<file path="config.mk">
export PLATFORM = sky130hd
export DESIGN_NAME = time_of_day_arithmetic_unit_top_flat
export DESIGN_NICKNAME = d
export VERILOG_FILES = /design/src/rtl/tdau_pkg.sv /design/src/rtl/tdau_if.sv /design/src/rtl/tdau_reduce.sv /design/src/rtl/tdau_split.sv /design/src/rtl/time_of_day_arithmetic_unit_top.sv /design/src/flat_wrapper.sv
export SDC_FILE = /design/constraint.sdc
export NUM_CORES = 1
export LEC_CHECK = 0
export ABC_AREA = 0
export BUFFER_PORTS_ARGS = -buffer_cell sky130_fd_sc_hd__buf_2
export CORE_ASPECT_RATIO = 0.6
export CORE_MARGIN = 2
export CORE_UTILIZATION = 65
export CTS_CLUSTER_DIAMETER = 120
export DETAILED_ROUTE_END_ITERATION = 10
export PLACE_DENSITY = 0.83
export SETUP_SLACK_MARGIN = 0.4
export SLEW_MARGIN = 20
export SYNTH_ARGS = -nofsm -noshare
export SYNTH_HDL_FRONTEND = slang
export SYNTH_SLANG_ARGS = --single-unit
</file>
<file path="constraint.sdc">
create_clock -name clk -period 11.7 [get_ports clk]
set_input_delay 0.585 -clock clk [delete_from_list [all_inputs] [get_ports clk]]
set_output_delay 0.585 -clock clk [all_outputs]
set_load 0.005 [all_outputs]
</file>
<file path="src/rtl/tdau_pkg.sv">
// Shared widths, constants, codes and payload types of the time-of-day arithmetic unit.
package tdau_pkg;

    localparam int MODE_W = 2;
    localparam int HOUR_W = 5;
    localparam int MINUTE_W = 6;
    localparam int SECOND_W = 6;
    localparam int OFFSET_W = 31;
    localparam int SEC_W = 17;
    localparam int DUR_W = 17;
    localparam int RED_W = 18;
    localparam int REM_W = 12;

    localparam int DAY_SECONDS = 86400;
    localparam int SECONDS_PER_HOUR = 3600;
    localparam int SECONDS_PER_MINUTE = 60;
    localparam int MAX_HOUR = 23;
    localparam int MAX_MINUTE = 59;
    localparam int MAX_SECOND = 59;

    // A day is 675 * 2**7 seconds, so the offset quotient is taken on offset >> 7.
    localparam int OFF_SHIFT = 7;
    localparam int OFF_ODD = DAY_SECONDS >> OFF_SHIFT;
    localparam int OFF_X_W = OFFSET_W - OFF_SHIFT;
    localparam int OFF_K = 34;
    localparam int OFF_RECIP_W = 25;
    localparam int OFF_PROD_W = OFF_X_W + OFF_RECIP_W;
    localparam int Q_W = 15;
    localparam logic [OFF_RECIP_W-1:0] OFF_RECIP =
        OFF_RECIP_W'((64'd1 << OFF_K) / OFF_ODD);

    localparam int HOUR_K = 17;
    localparam int HOUR_RECIP_W = 6;
    localparam int HOUR_PROD_W = SEC_W + HOUR_RECIP_W;
    localparam logic [HOUR_RECIP_W-1:0] HOUR_RECIP =
        HOUR_RECIP_W'((64'd1 << HOUR_K) / SECONDS_PER_HOUR);

    localparam int MIN_K = 12;
    localparam int MIN_RECIP_W = 7;
    localparam int MIN_PROD_W = REM_W + MIN_RECIP_W;
    localparam logic [MIN_RECIP_W-1:0] MIN_RECIP =
        MIN_RECIP_W'((64'd1 << MIN_K) / SECONDS_PER_MINUTE);

    typedef enum logic [MODE_W-1:0] {
        MODE_FORWARD  = 2'd0,
        MODE_BACKWARD = 2'd1,
        MODE_DURATION = 2'd2,
        MODE_CONVERT  = 2'd3
    } mode_t;

    typedef struct packed {
        logic [MODE_W-1:0]   mode;
        logic [HOUR_W-1:0]   hour_a;
        logic [MINUTE_W-1:0] minute_a;
        logic [SECOND_W-1:0] second_a;
        logic [HOUR_W-1:0]   hour_b;
        logic [MINUTE_W-1:0] minute_b;
        logic [SECOND_W-1:0] second_b;
        logic [OFFSET_W-1:0] offset_seconds;
    } tdau_req_t;

    typedef struct packed {
        mode_t            mode;
        logic [SEC_W-1:0] a_seconds;
        logic             a_valid;
        logic             a_equal_b;
        logic             a_less_b;
        logic             a_greater_b;
    } tdau_side_t;

    typedef struct packed {
        tdau_side_t       side;
        logic [SEC_W-1:0] t_sec;
        logic [DUR_W-1:0] duration;
    } tdau_tod_t;

    typedef struct packed {
        logic [HOUR_W-1:0]   hour_out;
        logic [MINUTE_W-1:0] minute_out;
        logic [SECOND_W-1:0] second_out;
        logic [DUR_W-1:0]    duration;
        logic [SEC_W-1:0]    a_seconds;
        logic                a_valid;
        logic                a_equal_b;
        logic                a_less_b;
        logic                a_greater_b;
    } tdau_res_t;

    function automatic logic [SEC_W-1:0] to_seconds(
        input logic [HOUR_W-1:0]   h,
        input logic [MINUTE_W-1:0] m,
        input logic [SECOND_W-1:0] s
    );
        logic [SEC_W-1:0] h_part;
        logic [SEC_W-1:0] m_part;
        h_part = SEC_W'(SEC_W'(h) * SEC_W'(SECONDS_PER_HOUR));
        m_part = SEC_W'(SEC_W'(m) * SEC_W'(SECONDS_PER_MINUTE));
        return SEC_W'(h_part + m_part + SEC_W'(s));
    endfunction

endpackage

</file>
<file path="src/rtl/tdau_if.sv">
// Valid/ready channel interfaces for the request and result transactions.
interface tdau_in_if;
    import tdau_pkg::*;

    logic                valid;
    logic                ready;
    logic [MODE_W-1:0]   mode;
    logic [HOUR_W-1:0]   hour_a;
    logic [MINUTE_W-1:0] minute_a;
    logic [SECOND_W-1:0] second_a;
    logic [HOUR_W-1:0]   hour_b;
    logic [MINUTE_W-1:0] minute_b;
    logic [SECOND_W-1:0] second_b;
    logic [OFFSET_W-1:0] offset_seconds;

    modport source (
        output valid, mode, hour_a, minute_a, second_a,
        output hour_b, minute_b, second_b, offset_seconds,
        input  ready
    );

    modport sink (
        input  valid, mode, hour_a, minute_a, second_a,
        input  hour_b, minute_b, second_b, offset_seconds,
        output ready
    );
endinterface

interface tdau_out_if;
    import tdau_pkg::*;

    logic                valid;
    logic                ready;
    logic [HOUR_W-1:0]   hour_out;
    logic [MINUTE_W-1:0] minute_out;
    logic [SECOND_W-1:0] second_out;
    logic [DUR_W-1:0]    duration;
    logic [SEC_W-1:0]    a_seconds;
    logic                a_valid;
    logic                a_equal_b;
    logic                a_less_b;
    logic                a_greater_b;

    modport source (
        output valid, hour_out, minute_out, second_out, duration,
        output a_seconds, a_valid, a_equal_b, a_less_b, a_greater_b,
        input  ready
    );

    modport sink (
        input  valid, hour_out, minute_out, second_out, duration,
        input  a_seconds, a_valid, a_equal_b, a_less_b, a_greater_b,
        output ready
    );
endinterface

</file>
<file path="src/rtl/tdau_reduce.sv">
// Front pipeline: seconds of day, modulo-day reduction and the mode arithmetic.
module tdau_reduce (
    input  logic                 clk,
    input  logic                 rst_n,
    input  logic                 in_valid,
    output logic                 in_ready,
    input  tdau_pkg::tdau_req_t  in_data,
    output logic                 out_valid,
    input  logic                 out_ready,
    output tdau_pkg::tdau_tod_t  out_data
);
    import tdau_pkg::*;

    localparam int STAGES = 4;

    logic [STAGES-1:0] valid_reg;
    logic [STAGES-1:0] valid_next;
    logic [STAGES-1:0] adv;

    logic [SEC_W-1:0]       a_next;
    logic [SEC_W-1:0]       b_next;
    logic [OFF_PROD_W-1:0]  q_prod;
    tdau_side_t             side1_next;
    logic [SEC_W-1:0]       s1_a_reg;
    logic [SEC_W-1:0]       s1_b_reg;
    logic [Q_W-1:0]         s1_q_reg;
    logic [OFFSET_W-1:0]    s1_off_reg;
    tdau_side_t             s1_side_reg;

    logic [SEC_W-1:0]       ar_next;
    logic [SEC_W-1:0]       br_next;
    logic [OFFSET_W-1:0]    r0_full;
    tdau_side_t             side2_next;
    logic [SEC_W-1:0]       s2_ar_reg;
    logic [SEC_W-1:0]       s2_br_reg;
    logic [RED_W-1:0]       s2_r0_reg;
    tdau_side_t             s2_side_reg;

    logic [SEC_W-1:0]       offr_next;
    logic [SEC_W-1:0]       s3_ar_reg;
    logic [SEC_W-1:0]       s3_br_reg;
    logic [SEC_W-1:0]       s3_offr_reg;
    tdau_side_t             s3_side_reg;

    logic [SEC_W-1:0]       lhs;
    logic [SEC_W-1:0]       rhs;
    logic                   sub_sel;
    logic [RED_W-1:0]       sum;
    logic [SEC_W-1:0]       wrapped;
    tdau_tod_t              tod_next;
    tdau_tod_t              tod_reg;

    always_comb
    begin
        adv[STAGES-1] = !valid_reg[STAGES-1] || out_ready;
        for (int i = STAGES - 2; i >= 0; i--)
        begin
            adv[i] = !valid_reg[i] || adv[i+1];
        end
        valid_next[0] = adv[0] ? in_valid : valid_reg[0];
        for (int i = 1; i < STAGES; i++)
        begin
            valid_next[i] = adv[i] ? valid_reg[i-1] : valid_reg[i];
        end
    end

    assign in_ready  = adv[0];
    assign out_valid = valid_reg[STAGES-1];
    assign out_data  = tod_reg;

    always_ff @(posedge clk or negedge rst_n)
    begin
        if (!rst_n)
        begin
            valid_reg <= '0;
        end
        else
        begin
            valid_reg <= valid_next;
        end
    end

    // Stage 1: seconds of A and B, and the estimated number of whole days in the offset.
    always_comb
    begin
        a_next = to_seconds(in_data.hour_a, in_data.minute_a, in_data.second_a);
        b_next = to_seconds(in_data.hour_b, in_data.minute_b, in_data.second_b);
        q_prod = OFF_PROD_W'(in_data.offset_seconds[OFFSET_W-1:OFF_SHIFT])
               * OFF_PROD_W'(OFF_RECIP);
        side1_next.mode      = mode_t'(in_data.mode);
        side1_next.a_seconds = a_next;
        side1_next.a_valid   = (in_data.hour_a <= HOUR_W'(MAX_HOUR))
                            && (in_data.minute_a <= MINUTE_W'(MAX_MINUTE))
                            && (in_data.second_a <= SECOND_W'(MAX_SECOND));
        side1_next.a_equal_b = (in_data.hour_a == in_data.hour_b)
                            && (in_data.minute_a == in_data.minute_b)
                            && (in_data.second_a == in_data.second_b);
        side1_next.a_less_b    = 1'b0;
        side1_next.a_greater_b = 1'b0;
    end

    always_ff @(posedge clk)
    begin
        if (adv[0])
        begin
            s1_a_reg    <= a_next;
            s1_b_reg    <= b_next;
            s1_q_reg    <= q_prod[OFF_K +: Q_W];
            s1_off_reg  <= in_data.offset_seconds;
            s1_side_reg <= side1_next;
        end
    end

    // Stage 2: reduce A and B into one day, take the day count out of the offset, compare.
    always_comb
    begin
        ar_next = (s1_a_reg >= SEC_W'(DAY_SECONDS)) ? SEC_W'(s1_a_reg - SEC_W'(DAY_SECONDS))
                                                    : s1_a_reg;
        br_next = (s1_b_reg >= SEC_W'(DAY_SECONDS)) ? SEC_W'(s1_b_reg - SEC_W'(DAY_SECONDS))
                                                    : s1_b_reg;
        r0_full = OFFSET_W'(s1_off_reg - OFFSET_W'(OFFSET_W'(s1_q_reg)
                                                  * OFFSET_W'(DAY_SECONDS)));
        side2_next             = s1_side_reg;
        side2_next.a_less_b    = s1_a_reg < s1_b_reg;
        side2_next.a_greater_b = s1_a_reg > s1_b_reg;
    end

    always_ff @(posedge clk)
    begin
        if (adv[1])
        begin
            s2_ar_reg   <= ar_next;
            s2_br_reg   <= br_next;
            s2_r0_reg   <= r0_full[RED_W-1:0];
            s2_side_reg <= side2_next;
        end
    end

    // Stage 3: the day-count estimate may be one short, so the remainder gets one correction.
    always_comb
    begin
        if (s2_r0_reg >= RED_W'(DAY_SECONDS))
        begin
            offr_next = SEC_W'(s2_r0_reg - RED_W'(DAY_SECONDS));
        end
        else
        begin
            offr_next = s2_r0_reg[SEC_W-1:0];
        end
    end

    always_ff @(posedge clk)
    begin
        if (adv[2])
        begin
            s3_ar_reg   <= s2_ar_reg;
            s3_br_reg   <= s2_br_reg;
            s3_offr_reg <= offr_next;
            s3_side_reg <= s2_side_reg;
        end
    end

    // Stage 4: shift, duration or conversion, wrapped into one day.
    always_comb
    begin
        lhs     = s3_ar_reg;
        rhs     = s3_offr_reg;
        sub_sel = 1'b0;
        case (s3_side_reg.mode)
            MODE_FORWARD:
            begin
                lhs     = s3_ar_reg;
                rhs     = s3_offr_reg;
                sub_sel = 1'b0;
            end
            MODE_BACKWARD:
            begin
                lhs     = s3_ar_reg;
                rhs     = s3_offr_reg;
                sub_sel = 1'b1;
            end
            MODE_DURATION:
            begin
                lhs     = s3_br_reg;
                rhs     = s3_ar_reg;
                sub_sel = 1'b1;
            end
            default:
            begin
                lhs     = s3_ar_reg;
                rhs     = s3_offr_reg;
                sub_sel = 1'b0;
            end
        endcase

        if (sub_sel)
        begin
            sum = RED_W'(RED_W'(lhs) + RED_W'(DAY_SECONDS) - RED_W'(rhs));
        end
        else
        begin
            sum = RED_W'(RED_W'(lhs) + RED_W'(rhs));
        end
        if (sum >= RED_W'(DAY_SECONDS))
        begin
            wrapped = SEC_W'(sum - RED_W'(DAY_SECONDS));
        end
        else
        begin
            wrapped = sum[SEC_W-1:0];
        end

        tod_next.side     = s3_side_reg;
        tod_next.t_sec    = '0;
        tod_next.duration = '0;
        case (s3_side_reg.mode)
            MODE_DURATION: tod_next.duration = DUR_W'(wrapped);
            MODE_CONVERT:  tod_next.t_sec    = s3_offr_reg;
            default:       tod_next.t_sec    = wrapped;
        endcase
    end

    always_ff @(posedge clk)
    begin
        if (adv[3])
        begin
            tod_reg <= tod_next;
        end
    end

endmodule

</file>
<file path="src/rtl/tdau_split.sv">
// Back pipeline: splits a time of day in seconds into hour, minute and second.
module tdau_split (
    input  logic                 clk,
    input  logic                 rst_n,
    input  logic                 in_valid,
    output logic                 in_ready,
    input  tdau_pkg::tdau_tod_t  in_data,
    output logic                 out_valid,
    input  logic                 out_ready,
    output tdau_pkg::tdau_res_t  out_data
);
    import tdau_pkg::*;

    localparam int STAGES = 4;

    logic [STAGES-1:0] valid_reg;
    logic [STAGES-1:0] valid_next;
    logic [STAGES-1:0] adv;

    logic [HOUR_PROD_W-1:0] h_prod;
    logic [SEC_W-1:0]       s5_t_reg;
    logic [HOUR_W-1:0]      s5_h0_reg;
    tdau_side_t             s5_side_reg;
    logic [DUR_W-1:0]       s5_dur_reg;

    logic [SEC_W-1:0]       rem0;
    logic [HOUR_W-1:0]      h_next;
    logic [REM_W-1:0]       rem_next;
    logic [HOUR_W-1:0]      s6_h_reg;
    logic [REM_W-1:0]       s6_rem_reg;
    tdau_side_t             s6_side_reg;
    logic [DUR_W-1:0]       s6_dur_reg;

    logic [MIN_PROD_W-1:0]  m_prod;
    logic [HOUR_W-1:0]      s7_h_reg;
    logic [REM_W-1:0]       s7_rem_reg;
    logic [MINUTE_W-1:0]    s7_m0_reg;
    tdau_side_t             s7_side_reg;
    logic [DUR_W-1:0]       s7_dur_reg;

    logic [REM_W-1:0]       s0;
    tdau_res_t              res_next;
    tdau_res_t              res_reg;

    always_comb
    begin
        adv[STAGES-1] = !valid_reg[STAGES-1] || out_ready;
        for (int i = STAGES - 2; i >= 0; i--)
        begin
            adv[i] = !valid_reg[i] || adv[i+1];
        end
        valid_next[0] = adv[0] ? in_valid : valid_reg[0];
        for (int i = 1; i < STAGES; i++)
        begin
            valid_next[i] = adv[i] ? valid_reg[i-1] : valid_reg[i];
        end
    end

    assign in_ready  = adv[0];
    assign out_valid = valid_reg[STAGES-1];
    assign out_data  = res_reg;

    always_ff @(posedge clk or negedge rst_n)
    begin
        if (!rst_n)
        begin
            valid_reg <= '0;
        end
        else
        begin
            valid_reg <= valid_next;
        end
    end

    // Stage 5: hour estimate by reciprocal multiplication; it is exact or one short.
    assign h_prod = HOUR_PROD_W'(in_data.t_sec) * HOUR_PROD_W'(HOUR_RECIP);

    always_ff @(posedge clk)
    begin
        if (adv[0])
        begin
            s5_t_reg    <= in_data.t_sec;
            s5_h0_reg   <= h_prod[HOUR_K +: HOUR_W];
            s5_side_reg <= in_data.side;
            s5_dur_reg  <= in_data.duration;
        end
    end

    // Stage 6: seconds within the hour, with the hour corrected.
    always_comb
    begin
        rem0 = SEC_W'(s5_t_reg - SEC_W'(SEC_W'(s5_h0_reg) * SEC_W'(SECONDS_PER_HOUR)));
        if (rem0 >= SEC_W'(SECONDS_PER_HOUR))
        begin
            h_next   = HOUR_W'(s5_h0_reg + HOUR_W'(1));
            rem_next = REM_W'(rem0 - SEC_W'(SECONDS_PER_HOUR));
        end
        else
        begin
            h_next   = s5_h0_reg;
            rem_next = rem0[REM_W-1:0];
        end
    end

    always_ff @(posedge clk)
    begin
        if (adv[1])
        begin
            s6_h_reg    <= h_next;
            s6_rem_reg  <= rem_next;
            s6_side_reg <= s5_side_reg;
            s6_dur_reg  <= s5_dur_reg;
        end
    end

    // Stage 7: minute estimate by reciprocal multiplication.
    assign m_prod = MIN_PROD_W'(s6_rem_reg) * MIN_PROD_W'(MIN_RECIP);

    always_ff @(posedge clk)
    begin
        if (adv[2])
        begin
            s7_h_reg    <= s6_h_reg;
            s7_rem_reg  <= s6_rem_reg;
            s7_m0_reg   <= m_prod[MIN_K +: MINUTE_W];
            s7_side_reg <= s6_side_reg;
            s7_dur_reg  <= s6_dur_reg;
        end
    end

    // Stage 8: seconds within the minute, minute corrected, result assembled.
    always_comb
    begin
        s0 = REM_W'(s7_rem_reg - REM_W'(REM_W'(s7_m0_reg) * REM_W'(SECONDS_PER_MINUTE)));
        res_next.hour_out = s7_h_reg;
        if (s0 >= REM_W'(SECONDS_PER_MINUTE))
        begin
            res_next.minute_out = MINUTE_W'(s7_m0_reg + MINUTE_W'(1));
            res_next.second_out = SECOND_W'(s0 - REM_W'(SECONDS_PER_MINUTE));
        end
        else
        begin
            res_next.minute_out = s7_m0_reg;
            res_next.second_out = s0[SECOND_W-1:0];
        end
        res_next.duration    = s7_dur_reg;
        res_next.a_seconds   = s7_side_reg.a_seconds;
        res_next.a_valid     = s7_side_reg.a_valid;
        res_next.a_equal_b   = s7_side_reg.a_equal_b;
        res_next.a_less_b    = s7_side_reg.a_less_b;
        res_next.a_greater_b = s7_side_reg.a_greater_b;
    end

    always_ff @(posedge clk)
    begin
        if (adv[3])
        begin
            res_reg <= res_next;
        end
    end

endmodule

</file>
<file path="src/rtl/time_of_day_arithmetic_unit_top.sv">
// Top level of the time-of-day arithmetic unit: shifts, durations and conversions in h:m:s.
// Throughput: one transaction per cycle; the eight-stage pipeline stalls only on result backpressure.
// The reciprocal multiplies for the day, hour and minute splits set the stage depth.
// Reset clears every stage valid bit at once; data registers are not reset.
module time_of_day_arithmetic_unit_top (
    input  logic         clk,
    input  logic         rst_n,
    tdau_in_if.sink      request,
    tdau_out_if.source   result
);
    import tdau_pkg::*;

    tdau_req_t req;
    tdau_tod_t tod;
    tdau_res_t res;
    logic      tod_valid;
    logic      tod_ready;

    always_comb
    begin
        req.mode           = request.mode;
        req.hour_a         = request.hour_a;
        req.minute_a       = request.minute_a;
        req.second_a       = request.second_a;
        req.hour_b         = request.hour_b;
        req.minute_b       = request.minute_b;
        req.second_b       = request.second_b;
        req.offset_seconds = request.offset_seconds;
    end

    tdau_reduce u_reduce (
        .clk       (clk),
        .rst_n     (rst_n),
        .in_valid  (request.valid),
        .in_ready  (request.ready),
        .in_data   (req),
        .out_valid (tod_valid),
        .out_ready (tod_ready),
        .out_data  (tod)
    );

    tdau_split u_split (
        .clk       (clk),
        .rst_n     (rst_n),
        .in_valid  (tod_valid),
        .in_ready  (tod_ready),
        .in_data   (tod),
        .out_valid (result.valid),
        .out_ready (result.ready),
        .out_data  (res)
    );

    assign result.hour_out    = res.hour_out;
    assign result.minute_out  = res.minute_out;
    assign result.second_out  = res.second_out;
    assign result.duration    = res.duration;
    assign result.a_seconds   = res.a_seconds;
    assign result.a_valid     = res.a_valid;
    assign result.a_equal_b   = res.a_equal_b;
    assign result.a_less_b    = res.a_less_b;
    assign result.a_greater_b = res.a_greater_b;

endmodule
</file>
<file path="src/flat_wrapper.sv">
// flat-port wrapper written by rule: the top's interface ports become plain ports
module time_of_day_arithmetic_unit_top_flat import tdau_pkg::*;
  (clk, rst_n, request_valid, request_mode, request_hour_a, request_minute_a, request_second_a, request_hour_b, request_minute_b, request_second_b, request_offset_seconds, request_ready, result_valid, result_hour_out, result_minute_out, result_second_out, result_duration, result_a_seconds, result_a_valid, result_a_equal_b, result_a_less_b, result_a_greater_b, result_ready);
  tdau_in_if request_i ();
  tdau_out_if result_i ();
  input  logic clk;
  input  logic rst_n;
  input wire logic [$bits(request_i.valid)-1:0] request_valid;
  input wire logic [$bits(request_i.mode)-1:0] request_mode;
  input wire logic [$bits(request_i.hour_a)-1:0] request_hour_a;
  input wire logic [$bits(request_i.minute_a)-1:0] request_minute_a;
  input wire logic [$bits(request_i.second_a)-1:0] request_second_a;
  input wire logic [$bits(request_i.hour_b)-1:0] request_hour_b;
  input wire logic [$bits(request_i.minute_b)-1:0] request_minute_b;
  input wire logic [$bits(request_i.second_b)-1:0] request_second_b;
  input wire logic [$bits(request_i.offset_seconds)-1:0] request_offset_seconds;
  output wire logic [$bits(request_i.ready)-1:0] request_ready;
  output wire logic [$bits(result_i.valid)-1:0] result_valid;
  output wire logic [$bits(result_i.hour_out)-1:0] result_hour_out;
  output wire logic [$bits(result_i.minute_out)-1:0] result_minute_out;
  output wire logic [$bits(result_i.second_out)-1:0] result_second_out;
  output wire logic [$bits(result_i.duration)-1:0] result_duration;
  output wire logic [$bits(result_i.a_seconds)-1:0] result_a_seconds;
  output wire logic [$bits(result_i.a_valid)-1:0] result_a_valid;
  output wire logic [$bits(result_i.a_equal_b)-1:0] result_a_equal_b;
  output wire logic [$bits(result_i.a_less_b)-1:0] result_a_less_b;
  output wire logic [$bits(result_i.a_greater_b)-1:0] result_a_greater_b;
  input wire logic [$bits(result_i.ready)-1:0] result_ready;
  assign request_i.valid = request_valid;
  assign request_i.mode = request_mode;
  assign request_i.hour_a = request_hour_a;
  assign request_i.minute_a = request_minute_a;
  assign request_i.second_a = request_second_a;
  assign request_i.hour_b = request_hour_b;
  assign request_i.minute_b = request_minute_b;
  assign request_i.second_b = request_second_b;
  assign request_i.offset_seconds = request_offset_seconds;
  assign request_ready = request_i.ready;
  assign result_valid = result_i.valid;
  assign result_hour_out = result_i.hour_out;
  assign result_minute_out = result_i.minute_out;
  assign result_second_out = result_i.second_out;
  assign result_duration = result_i.duration;
  assign result_a_seconds = result_i.a_seconds;
  assign result_a_valid = result_i.a_valid;
  assign result_a_equal_b = result_i.a_equal_b;
  assign result_a_less_b = result_i.a_less_b;
  assign result_a_greater_b = result_i.a_greater_b;
  assign result_i.ready = result_ready;
  time_of_day_arithmetic_unit_top u_core (.clk(clk), .rst_n(rst_n), .request(request_i), .result(result_i));
endmodule
</file>
# --- Word-level counts from Yosys, hierarchy flattened ---
# Cells that the tools add are included.
op_classes:
  reduce_logical: 21
  n_lt_le_gt_ge: 11
  n_mux: 12
  mul: 10
  add_sub_neg: 18
  eq_ne: 6
ops:
  columns: ["cell", "count"]
  rows:
  - ["17-bit 2-to-1 mux", 6]
  - ["17-bit subtractor (second input constant)", 4]
  - ["24-bit by 24-bit multiplier with 48-bit output (second input constant)", 1]
  - ["5-bit by 8-bit multiplier with 13-bit output (second input constant)", 3]
  - ["18-bit by 17-bit >= comparator with 1-bit output (second input constant)", 2]
  - ["17-bit by 12-bit adder with 17-bit output", 2]
  - ["17-bit by 6-bit adder with 17-bit output", 2]
  - ["17-bit >= comparator (second input constant)", 2]
  - ["17-bit one-hot mux with 2 select lines", 1]
  - ["6-bit by 4-bit multiplier with 10-bit output (second input constant)", 3]
  - ["12-bit 2-to-1 mux", 2]
  - ["17-bit by 4-bit multiplier with 20-bit output (second input constant)", 1]
  - ["17-bit by 17-bit adder with 18-bit output", 1]
  - ["17-bit by 17-bit adder with 18-bit output (second input constant)", 1]
  - ["18-bit 2-to-1 mux", 1]
  - ["18-bit by 17-bit subtractor with 18-bit output", 1]
  - ["18-bit subtractor", 1]
  - ["17-bit by 12-bit >= comparator with 1-bit output (second input constant)", 1]
  - ["17-bit > comparator", 1]
  - ["17-bit less-than comparator", 1]
  - ["17-bit subtractor", 1]
  - ["12-bit by 5-bit multiplier with 16-bit output (second input constant)", 1]
  - ["15-bit by 10-bit multiplier with 11-bit output (second input constant)", 1]
  - ["6-bit == test", 2]
  - ["other kinds (17)", 36]
totals:
  register_bits: 514
  out_inout_bits: 57

# --- Depth between registers and ports, before layout ---
# Gate-level depths: netlist (run 1).
logic_depth:
  depth_word: 9
  depth_mapped: 22

# --- Hierarchy ---
# A second synthesis (run 1) with hierarchy kept.
unflattened:
  hier_cells: 2796
  hier_area_um2: 35131.2
by_module_without_submodules:
  columns: ["module", "seq_area_each_um2", "area_each_um2", "cells_each", "instances"]
  rows:
  - ["tdau_reduce", 7877.6, 24385.9, 2101, 1]
  - ["tdau_split", 7036.7, 10745.3, 695, 1]

# --- Worst setup path after synthesis (run 1) ---
# Ideal clock, no wire load.
synth_timing:
  kind: "input -> register"
  from: "input port result_ready"
  to: "register u_core.u_reduce.s1_b_reg[0] (enable)"
  setup_time_ps: 901
  path_buffers: 0
  slack_ps: 4432
  path_stages: 6
  arrival_time_ps: 6368
  cell_sequence: "nor2b_1 nand3_1 nor2_1 nand3_1 inv_1 nand3_1"
synth_between:
  elab_chain_cells: 8
synth_rtl:
  columns: ["element", "line_no", "source"]
  rows:
  - ["start: declaration", "flat_wrapper.sv:28", "input wire logic [$bits(result_i.ready)-1:0] result_ready;"]
  - ["1-bit logical OR", "tdau_split.sv:47", "adv[STAGES-1] = !valid_reg[STAGES-1] || out_ready;"]
  - ["1-bit logical OR (2 in series)", "tdau_split.sv:50", "adv[i] = !valid_reg[i] || adv[i+1];"]
  - ["named net u_core.u_split.adv[1]", "tdau_split.sv:18", "logic [STAGES-1:0] adv;"]
  - ["1-bit logical OR", "tdau_split.sv:50", null]
  - ["1-bit logical OR", "tdau_reduce.sv:55", "adv[STAGES-1] = !valid_reg[STAGES-1] || out_ready;"]
  - ["1-bit logical OR", "tdau_reduce.sv:58", "adv[i] = !valid_reg[i] || adv[i+1];"]
  - ["named net u_core.u_reduce.adv[2]", "tdau_reduce.sv:18", "logic [STAGES-1:0] adv;"]
  - ["1-bit logical OR (2 in series)", "tdau_reduce.sv:58", null]
  - ["named net request_ready", "flat_wrapper.sv:17", "output wire logic [$bits(request_i.ready)-1:0] request_ready;"]
  - ["end signal: assignment", "tdau_reduce.sv:107", "s1_b_reg <= b_next;"]
  - ["end: declaration", "tdau_reduce.sv:25", "logic [SEC_W-1:0] s1_b_reg;"]
# The timed path passes the listed nets, and every way through them passes these cells.
# A chain may end at the register's enable or synchronous reset.

# --- Worst setup path after layout (run 1) ---
layout_timing:
  from: "input port request_offset_seconds[20]"
  to: "register u_core.u_reduce.s1_q_reg[5], data pin"
layout_between:
  elab_chain_cells: 1
layout_rtl:
  columns: ["element", "line_no", "source"]
  rows:
  - ["start: declaration", "flat_wrapper.sv:16", "input wire logic [$bits(request_i.offset_seconds)-1:0] request_offset_seconds;"]
  - ["24-bit by 24-bit multiplier with 48-bit output", "tdau_reduce.sv:89", "* OFF_PROD_W'(OFF_RECIP);"]
  - ["named net u_core.u_reduce.q_prod[39]", "tdau_reduce.sv:22", "logic [OFF_PROD_W-1:0] q_prod;"]
  - ["end signal: assignment", "tdau_reduce.sv:108", "s1_q_reg <= q_prod[OFF_K +: Q_W];"]
  - ["end: declaration", "tdau_reduce.sv:26", "logic [Q_W-1:0] s1_q_reg;"]
# The timed path passes the listed nets, and every way through them passes these cells.

==> results of run 1 <==
[worst max-delay path: stages]
cell and delay (ns):
buf_2 0.24, fa_1 0.47, ha_1 0.28, inv_1 0.05, fa_1 0.49, inv_1 0.05, fa_1 0.51, fa_1 0.44
fa_1 0.54, inv_1 0.05, fa_1 0.53, inv_1 0.04, ha_1 0.33, a21o_1 0.18, a21o_1 0.17, a21oi_1 0.21
nand3_1 0.12, o2111ai_1 0.50, a31oi_1 0.27, a31o_2 0.33, or3_1 0.33, a31oi_1 0.21, xnor2_1 0.09
[cell usage in the layout, fill, tap and decap left out, types with 12 or more instances in the layout]
cell type | netlist | routed
edfxtp_1 | 488 | 488
a211oi_1 | 14 | 14
xor2_1 | 59 | 59
o21bai_1 | 31 | 31
a21oi_1 | 122 | 122
and2_1 | 12 | 12
nand3_1 | 30 | 27
nand2_1 | 80 | 77
nand4_1 | 13 | 13
o21ai_0 | 53 | 53
nor2_1 | 90 | 90
buf_2 | 1 | 127
nor2b_1 | 19 | 19
ha_1 | 576 | 575
a21o_1 | 55 | 55
nor3_1 | 25 | 25
mux2_2 | 36 | 36
inv_1 | 484 | 482
mux2i_1 | 15 | 15
o21a_1 | 34 | 34
clkbuf_16 | 0 | 45
fa_1 | 198 | 198
o211ai_1 | 12 | 12
nor4_1 | 14 | 14
xnor2_1 | 131 | 131
nand2b_1 | 16 | 16
[area by class of cell]
cell class	count	area, sq um	share of cell area (%)
inverter	484	1820	4.81
timing repair buffer	139	728	1.93
tap	703	880	2.33
sequential	496	14900	39.3
clock inverter	20	174	0.460
clock buffer	58	1200	3.19
multi-input combinational	1796	18100	48.0
[final timing paths]
kind | from | to | slack [ns] | depth (start not counted)
min in group asynchronous | rst_n | u_core.u_split.valid_reg[2] | 0.41 | 2
worst max register to register | u_core.u_reduce.s3_side_reg[21] | u_core.u_reduce.out_data[33] | 5.20 | 18
worst min register to register | u_core.u_reduce.s2_side_reg[17] | u_core.u_reduce.s3_side_reg[17] | 0.41 | 0
max in group asynchronous | rst_n | u_core.u_split.valid_reg[0] | 11.10 | 2
worst max-delay path | request_offset_seconds[20] | u_core.u_reduce.s1_q_reg[5] | 4.97 | 23
worst min-delay path | request_mode[0] | u_core.u_reduce.s1_side_reg[21] | 0.19 | 1
[layer usage]
metal	share of wire (%)	wire (um)
met5	0.015	13
met4	0.94	786
met3	11	8870
met2	39	32700
met1	50	41600
[per-stage QoR]
| stage | instances | utilization, % | cell area (sq um) | setup WS (ns) | hold WS (ns) |
|---|---|---|---|---|---|
| finish | 3696 | 71.6 | 37800 | 4.97 | 0.188 |
| global route | 3696 | 71.6 | 37800 | 4.70 | 0.179 |
| CTS | 3696 | 71.6 | 37800 | 5.04 | 0.174 |
| detailed placement | 3617 | 69.0 | 36400 | 4.47 | 0.405 |
| global placement | 3617 | 69.0 | 36400 | 4.60 | 0.402 |
| floorplan | 2794 | - | 34900 | 4.43 | 0.289 |
[cell families after synthesis]
| group | count (synthesis) | share of synthesized area (%) |
|---|---|---|
| compound gates | 426 | 8.24 |
| xor+xnor | 190 | 4.77 |
| fa+ha+maj | 774 | 32.1 |
| buf+inv | 502 | 5.47 |
| flops | 496 | 42.6 |
| mux | 53 | 1.67 |
| simple gates | 353 | 5.18 |
==> metrics.csv, run 1 <==
metric,value,unit
outcome,finished with violations,
violations,DRC,
end_kind,flip-flop,
max_slew_margin,27.4,%
routed_via_density,5.91,
grt_use_total,31.2,%
grt_pass1_wl,130000,um
worstPathMaxFanout,10,
grt_pass1_vias,22100,
start_util,66.0,%
drive_above_1_share,9.02,%
cts_setup_buffers,0,
synthToLayoutAreaGrowth,8.45,%
final.period_utilization,57.5,%
grt_overflow,0,
portBuffers,127,
maxCapViolations,0,
synth-warning-count,0,
cts_htree_levels,2,
min_path_type,in -> reg,
cts_buffer_depth,3,
path_class,in -> reg,
cts.sinks,496,
ios,128,
drc,11,
async_flop_share,1.61,%
synth.top_cell.area_share,42.0,%
routed_wl,84000,um
setup_violations,0,
clock_skew,0.0217,ns
worst_setup_path_start_kind,primary input,
clock_tree.root_cell,clkbuf_16,
tightest_slew,1.09,ns
ant_nets,0,
hold_viol,0,
use_met2,41.8,%
met3_usage,8.55,%
ys.flop_type,edfxtp_1,
syn-num-nets,3639,
first_iter_violations,2084,
cts_resized,0,
yosysSeqAreaShare,42.6,%
vias,21900,
cp.required,12.00,ns
max_freq,0.149,GHz
rsz0062_at_grt,no,
drv_slew,0,
cts_buffers,43,
grt_max_degree,70,
dieArea,55500,sq um
fp.dieH,183,um
syn_inst,2794,
cp.arrival,7.03,ns
syn-mean-instance-area,12.5,sq um
fin_crit,6.73,ns
path_clk_slew,0.07,ns
wl_per_cell,22.7,um
gp_congestion,0.956,
fin_tns_setup,0,ns
synth_edf_count,488,
grt-busiest-layer,met1,
clock_latency,0.57,ns
synth_area,34900,sq um
grt_use_met1,51.4,%
fp.dieW,303,um
yosysUniqueCellTypes,83,
core_area,52800,sq um
hpwl,66000,um
antenna_found_initial,10,
synth.most_common_cell,ha_1,
dr.pass1.iters,8,
cts_tree,done,
synthTopCellsByArea,"edfxtp_1 (42%), ha_1 (21%), fa_1 (11%)",
ys_ff_latch,496,
num_antenna_cells,0,
finalNetCount,3805,
holdBufCountCts,1,
synth_common_cells,"ha_1 (576), edfxtp_1 (488), inv_1 (484), fa_1 (198), xnor2_1 (131)",
rows,65,
nFillCells,3568,
yosysTopAreaCell,edfxtp_1,
Power of run 1 is left out: the tool's default activity adds up to more than one toggle a clock period on the data nets, which glitch-free logic cannot reach.
==> run 2, diff against run 1 <==
--- a/config.mk
+++ b/config.mk
@@ -9,10 +9,10 @@
 export BUFFER_PORTS_ARGS = -buffer_cell sky130_fd_sc_hd__buf_2
 export CORE_ASPECT_RATIO = 0.6
 export CORE_MARGIN = 2
-export CORE_UTILIZATION = 65
+export CORE_UTILIZATION = 58
 export CTS_CLUSTER_DIAMETER = 120
 export DETAILED_ROUTE_END_ITERATION = 10
-export PLACE_DENSITY = 0.83
+export PLACE_DENSITY = 0.78
 export SETUP_SLACK_MARGIN = 0.4
 export SLEW_MARGIN = 20
 export SYNTH_ARGS = -nofsm -noshare
==> constraint.sdc (replaced) <==
create_clock -name clk -period 5.6 [get_ports clk]
set_input_delay 0.28 -clock clk [delete_from_list [all_inputs] [get_ports clk]]
set_output_delay 0.28 -clock clk [all_outputs]
set_load 0.005 [all_outputs]
==> run 2 against run 1 <==
Effect of this change:
- the flow now finishes without violations
- die area rose by 12%
- sequential share of layout area is 2.4 points lower
- first-iteration DRC count down 13%
- worst hold slack got worse by 0.11 ns
- final area increased by 6.4%
- via count up 2.4%
- register-to-register slack got worse by 4.7 ns
==> metrics.csv, run 2 (synthesis gave the netlist of run 1 again) <==
metric,value,unit,change
outcome,finished clean,,
grt_use_total,26.1,%,-5.2 points
first_iter_violations,1809,,-13%
grt_pass1_vias,22800,,+3.1%
drv_slew,0,,unchanged
worstPathMaxFanout,5,,-5
dpl_cell_area,37600,sq um,+3.1%
dr.pass1.iters,6,,-2
ant_nets,0,,unchanged
routed_via_density,5.66,,-4.2%
drive_above_1_share,17.6,%,+8.5 points
start_util,58.8,%,-7.3 points
hpwl,62900,um,-4.7%
clock_tree.root_cell,clkbuf_16,,
grt_pass1_wl,126000,um,-2.8%
synthToLayoutAreaGrowth,15.4,%,
wl_per_cell,20.2,um,-11%
use_met2,35.4,%,-6.4 points
maxCapViolations,0,,unchanged
vias,22400,,+2.4%
cts_buffer_depth,3,,unchanged
setup_slack,0.159,ns,-4.81 ns
rows,69,,+6.2%
tightest_slew,1.06,ns,-0.0256 ns
ios,128,,unchanged
cts_htree_levels,2,,unchanged
clock_latency,0.59,ns,+0.02 ns
hold_viol,0,,unchanged
setup_violations,0,,unchanged
path_clk_slew,0.06,ns,about the same
final_cell_mix,"ha_1 (540), edfxtp_1 (488), inv_1 (461), fa_1 (180), buf_4 (157)",,
grt-busiest-layer,met1,,
finalNetCount,3981,,+4.6%
min_path_type,in -> async,,
cts_buffers,45,,+4.7%
gp_congestion,0.943,,-1.4%
grt_overflow,0,,unchanged
post-place-ws,-0.736,ns,-5.20 ns
fp.dieH,194,um,+5.7%
cts_tree,done,,
cp.required,5.91,ns,-6.09 ns
rsz0062_at_grt,yes,,
drc,0,,-11
grt_max_degree,69,,-1.4%
core_area,59300,sq um,+12%
antenna_found_initial,6,,-4
clock_skew,0.0418,ns,+0.0201 ns
worst_setup_path_start_kind,primary input,,
routed_wl,80000,um,-4.8%
max_slew_margin,28.3,%,+0.96 points
portBuffers,127,,unchanged
fin_crit,5.44,ns,
worstRegToRegCells,19,,+1
grt_use_met1,43.2,%,-8.2 points
mostFrequentLayoutCell,ha_1,,
path_class,in -> reg,,
finalInstanceArea,40200,sq um,+6.4%
cts.sinks,496,,unchanged
cp.arrival,5.75,ns,-1.28 ns
end_kind,flip-flop,,
met3_usage,5.71,%,-2.8 points
fp.dieW,320,um,+5.8%
final.period_utilization,97.2,%,
nFillCells,4061,,+14%
dieArea,62100,sq um,+12%
max_freq,0.184,GHz,
## run 2: repair_timing
| item | in CTS | in global routing |
|---|---|---|
| setup buffers | 14 | 29 |
| endpoints found under the hold margin | 22 | 0 |
| endpoints found under the setup margin | 32 | 42 |
| hold buffers | 15 | 0 |
| pin swaps | 41 | 52 |
| gates cloned | 0 | 1 |
| resized for setup | 73 | 75 |
## run 2: layout make-up
| class | count | area [sq um] | area share (%) |
|---|---|---|---|
| clock buffer | 63 | 1240 | 3.09 |
| inverter | 484 | 1820 | 4.52 |
| antenna | 1 | 2.50 | 0.00622 |
| timing repair buffer | 313 | 2220 | 5.53 |
| tap | 781 | 977 | 2.43 |
| sequential | 496 | 14900 | 36.9 |
| multi-input combinational | 1796 | 18900 | 47.0 |
| clock inverter | 20 | 193 | 0.479 |
## run 2: critical path, cell delays in order
cell and delay [ns]:
buf_2 0.16, fa_2 0.39, ha_1 0.28, inv_1 0.05
fa_1 0.47, inv_1 0.05, fa_1 0.48, fa_1 0.50
fa_1 0.50, inv_1 0.06, fa_1 0.49, inv_2 0.05
ha_4 0.21, a211o_1 0.33, a21oi_1 0.12, nand3_1 0.11
o2111ai_2 0.25, a31oi_2 0.13, a31o_2 0.26, or3_4 0.35
a31oi_4 0.14, xnor2_1 0.08
## run 2: final timing paths
path / startpoint / endpoint / slack [ns]
worst max-delay path: request_offset_seconds[18] / u_core.u_reduce.s1_q_reg[5] / 0.16
worst min-delay path: rst_n / u_core.u_reduce.valid_reg[0] / 0.08
worst max register to register: u_core.u_reduce.s3_side_reg[21] / u_core.u_reduce.out_data[30] / 0.46
worst min register to register: u_core.u_split.s6_h_reg[1] / u_core.u_split.s7_h_reg[1] / 0.40
max in group asynchronous: rst_n / u_core.u_split.valid_reg[1] / 5.33
min in group clk: request_second_b[2] / u_core.u_reduce.s1_b_reg[2] / 0.09
## run 2: through the flow
step / hold slack (ns) / instances / utilization (%) / TNS [ns]
6_report: 0.0821 / 3954 / 67.8 / 0
5_1_grt: 0.0871 / 3953 / 67.8 / -0.0175
4_1_cts: 0.0592 / 3923 / 66.8 / 0
3_5_place_dp: 0.152 / 3811 / 63.3 / -5.10
3_3_place_gp: 0.144 / 3811 / 63.3 / -4.06
2_1_floorplan: -0.0156 / 2794 / - / -0.0618
## run 2: layer usage
layer,part of all wire [%],vias to the layer above
met1,50,10900
met2,39,868
met4,0.93,2
met5,0.016,-
li1,-,10500
met3,9.3,84
Power of run 2 is left out for the same reason.
==> run 3, diff against run 2 <==
==> constraint.sdc (replaced) <==
create_clock -name clk -period 5.6 [get_ports clk]
set_input_delay 0 -clock clk [delete_from_list [all_inputs] [get_ports clk]]
set_output_delay 0 -clock clk [all_outputs]
set_load 0.005 [all_outputs]
==> run 3 against run 2 <==
Effect of this change:
- clock-buffer cell count fell by 11
- utilization fell by 0.46 points
- cell count fell by 0.73%
- first-iteration DRC count rose by 7.4%
- maximum frequency rose by 4.0%
- non-clock buffer count fell by 26
- sequential cell count did not move
- via count fell by 1.4%
- worst hold slack got worse by 0.032 ns
- largest cell class unchanged
- highest routed layer is now met4
==> metrics.csv, run 3 (synthesis gave the netlist of run 1 again) <==
metric,value,unit,change
outcome,finished clean,,
antenna_found_initial,0,,-6
cts.sinks,496,,unchanged
dieArea,62100,sq um,unchanged
grt_pass1_wl,122000,um,-2.9%
r2r_setup_slack,0.51,ns,+0.05 ns
drive_above_1_share,15.6,%,-2.0 points
first_iter_violations,1943,,+7.4%
dr.pass1.iters,6,,unchanged
start_util,58.8,%,unchanged
cts_tree,done,,
grt_max_degree,69,,unchanged
cp.arrival,5.54,ns,-0.21 ns
dpl_cell_area,37300,sq um,-0.72%
routed_via_density,5.63,,-0.62%
path_class,in -> reg,,
fp.dieH,194,um,unchanged
rows,69,,unchanged
grt_pass1_vias,22500,,-1.2%
path_clk_slew,0.07,ns,about the same
mostFrequentLayoutCell,ha_1,,
routed_wl,77100,um,-3.5%
cp-startpoint,request_offset_seconds[22],,
wl_per_cell,19.7,um,-2.8%
cts_buffers,44,,-2.2%
vias,22100,,-1.4%
max_slew_margin,38.8,%,+10 points
stdcell_count,3925,,-0.73%
ant_nets,0,,unchanged
min_path_type,in -> reg,,
hold_viol,0,,unchanged
cts_buffer_depth,3,,unchanged
clock_skew,0.0171,ns,-0.0247 ns
worstPathMaxFanout,4,,-1
hold_depth,3,,
final_cell_mix,"ha_1 (545), edfxtp_1 (488), inv_1 (470), fa_1 (184), xnor2_1 (130)",,
dp.cells,3781,,-0.79%
maxCapViolations,0,,unchanged
num_antenna_cells,0,,-1
core_area,59300,sq um,unchanged
nFillCells,4165,,+2.6%
gp_congestion,0.942,,about the same
finalInstanceArea,39900,sq um,-0.68%
synthToLayoutAreaGrowth,14.6,%,
rsz0062_at_grt,yes,,
clock_tree.root_cell,clkbuf_16,,
hold_path_startpoint,request_minute_a[5],,
hold_end,u_core.u_reduce.s1_side_reg[2],,
ios,128,,unchanged
multi_input_area,18800,sq um,-0.44%
tightest_slew,0.918,ns,-0.146 ns
grt_use_total,25.0,%,-1.0 points
fp.dieW,320,um,unchanged
cts_htree_levels,2,,unchanged
final.period_utilization,93.4,%,-3.7 points
hpwl,60300,um,-4.1%
portBuffers,127,,unchanged
setup_violations,0,,unchanged
worstReg2RegEnd,u_core.u_split.out_data[41],,
finalNetCount,3954,,-0.68%
drv_slew,0,,unchanged
max_freq,0.191,GHz,+4.0%
clock_latency,0.56,ns,-0.03 ns
end_kind,flip-flop,,
cp.required,5.91,ns,about the same
seq_area,14900,sq um,unchanged
worst_setup_path_start_kind,primary input,,
fin_crit,5.23,ns,-0.209 ns
worstRegToRegCells,18,,-1
drc,0,,unchanged
grt_overflow,0,,unchanged
regToRegStartpoint,u_core.u_split.s7_m0_reg[2],,
run 3: changes by cell type in the layout (fill, tap and decap cells not counted), moves of 4 or more:
cell / previous run / this run
ha_1: 540 / 545
buf_6: 14 / 6
a21oi_2: 10 / 6
inv_2: 22 / 14
a21oi_1: 111 / 116
clkinv_2: 4 / 8
fa_2: 18 / 14
buf_4: 157 / 120
fa_1: 180 / 184
dlygate4sd3_1: 15 / 37
clkbuf_1: 13 / 4
clkinvlp_4: 2 / 6
inv_1: 461 / 470
run 3: worst max-delay path by stage:
stage | cells after the start | slack, ns | endpoint
final | 23 | 0.37 | u_core.u_reduce.s1_q_reg[5]
after floorplan | 22 | 0.22 | u_core.u_reduce.s1_q_reg[5]
after global routing | 25 | 0.22 | u_core.u_reduce.s1_q_reg[4]
after CTS | 22 | 0.40 | u_core.u_reduce.s1_q_reg[5]
after global placement | 23 | -0.24 | u_core.u_reduce.s1_q_reg[5]
after detailed placement | 22 | -0.31 | u_core.u_reduce.s1_q_reg[5]
run 3: final cells by class:
cell class                 instances  area share (%)
clock buffer                      52            2.96
clock inverter                    29           0.608
inverter                         484            4.55
multi-input combinational       1796            47.1
sequential                       496            37.2
tap                              781            2.45
timing repair buffer             287            5.13
run 3: repair_timing:
item	4_1_cts	5_1_grt
cloned	0	1
buffers inserted	5	20
pin swaps	18	30
gates resized for setup	24	102
setup endpoints to repair	28	41
hold buffers	37	0
endpoints found under the hold margin	38	0
run 3: metal layers:
metal / track usage, % / up-vias / part of all wire (%) / wire length [um]
li1: - / 10500 / - / -
met1: 40.5 / 10800 / 50 / 38200
met2: 35.7 / 744 / 41 / 31700
met3: 4.86 / 72 / 8.4 / 6510
met4: 2.96 / 0 / 0.93 / 718
met5: 0 / - / 0 / 0
run 3: through the flow:
step	setup slack [ns]	util, %	hold WS [ns]	TNS [ns]
global placement	-0.235	62.9	-0.148	-0.878
floorplan	0.218	-	-0.296	0
detailed placement	-0.305	62.9	-0.143	-1.57
global route	0.217	67.3	0.0545	0
CTS	0.402	66.2	0.0256	0
finish	0.369	67.3	0.0497	0
run 3: critical path: stages:
cell and delay [ns]:
buf_8 0.11, fa_2 0.40, ha_4 0.27, inv_2 0.03, fa_1 0.49, inv_2 0.04, fa_1 0.51, fa_1 0.44
fa_1 0.53, inv_1 0.06, fa_1 0.50, inv_2 0.05, ha_4 0.21, a21o_1 0.16, a21o_1 0.16, a21oi_2 0.19
nand3_2 0.11, o2111ai_4 0.25, a31oi_4 0.13, a31o_2 0.26, or3_4 0.35, a31oi_4 0.18, xnor2_1 0.09
Power of run 3 is left out for the same reason.
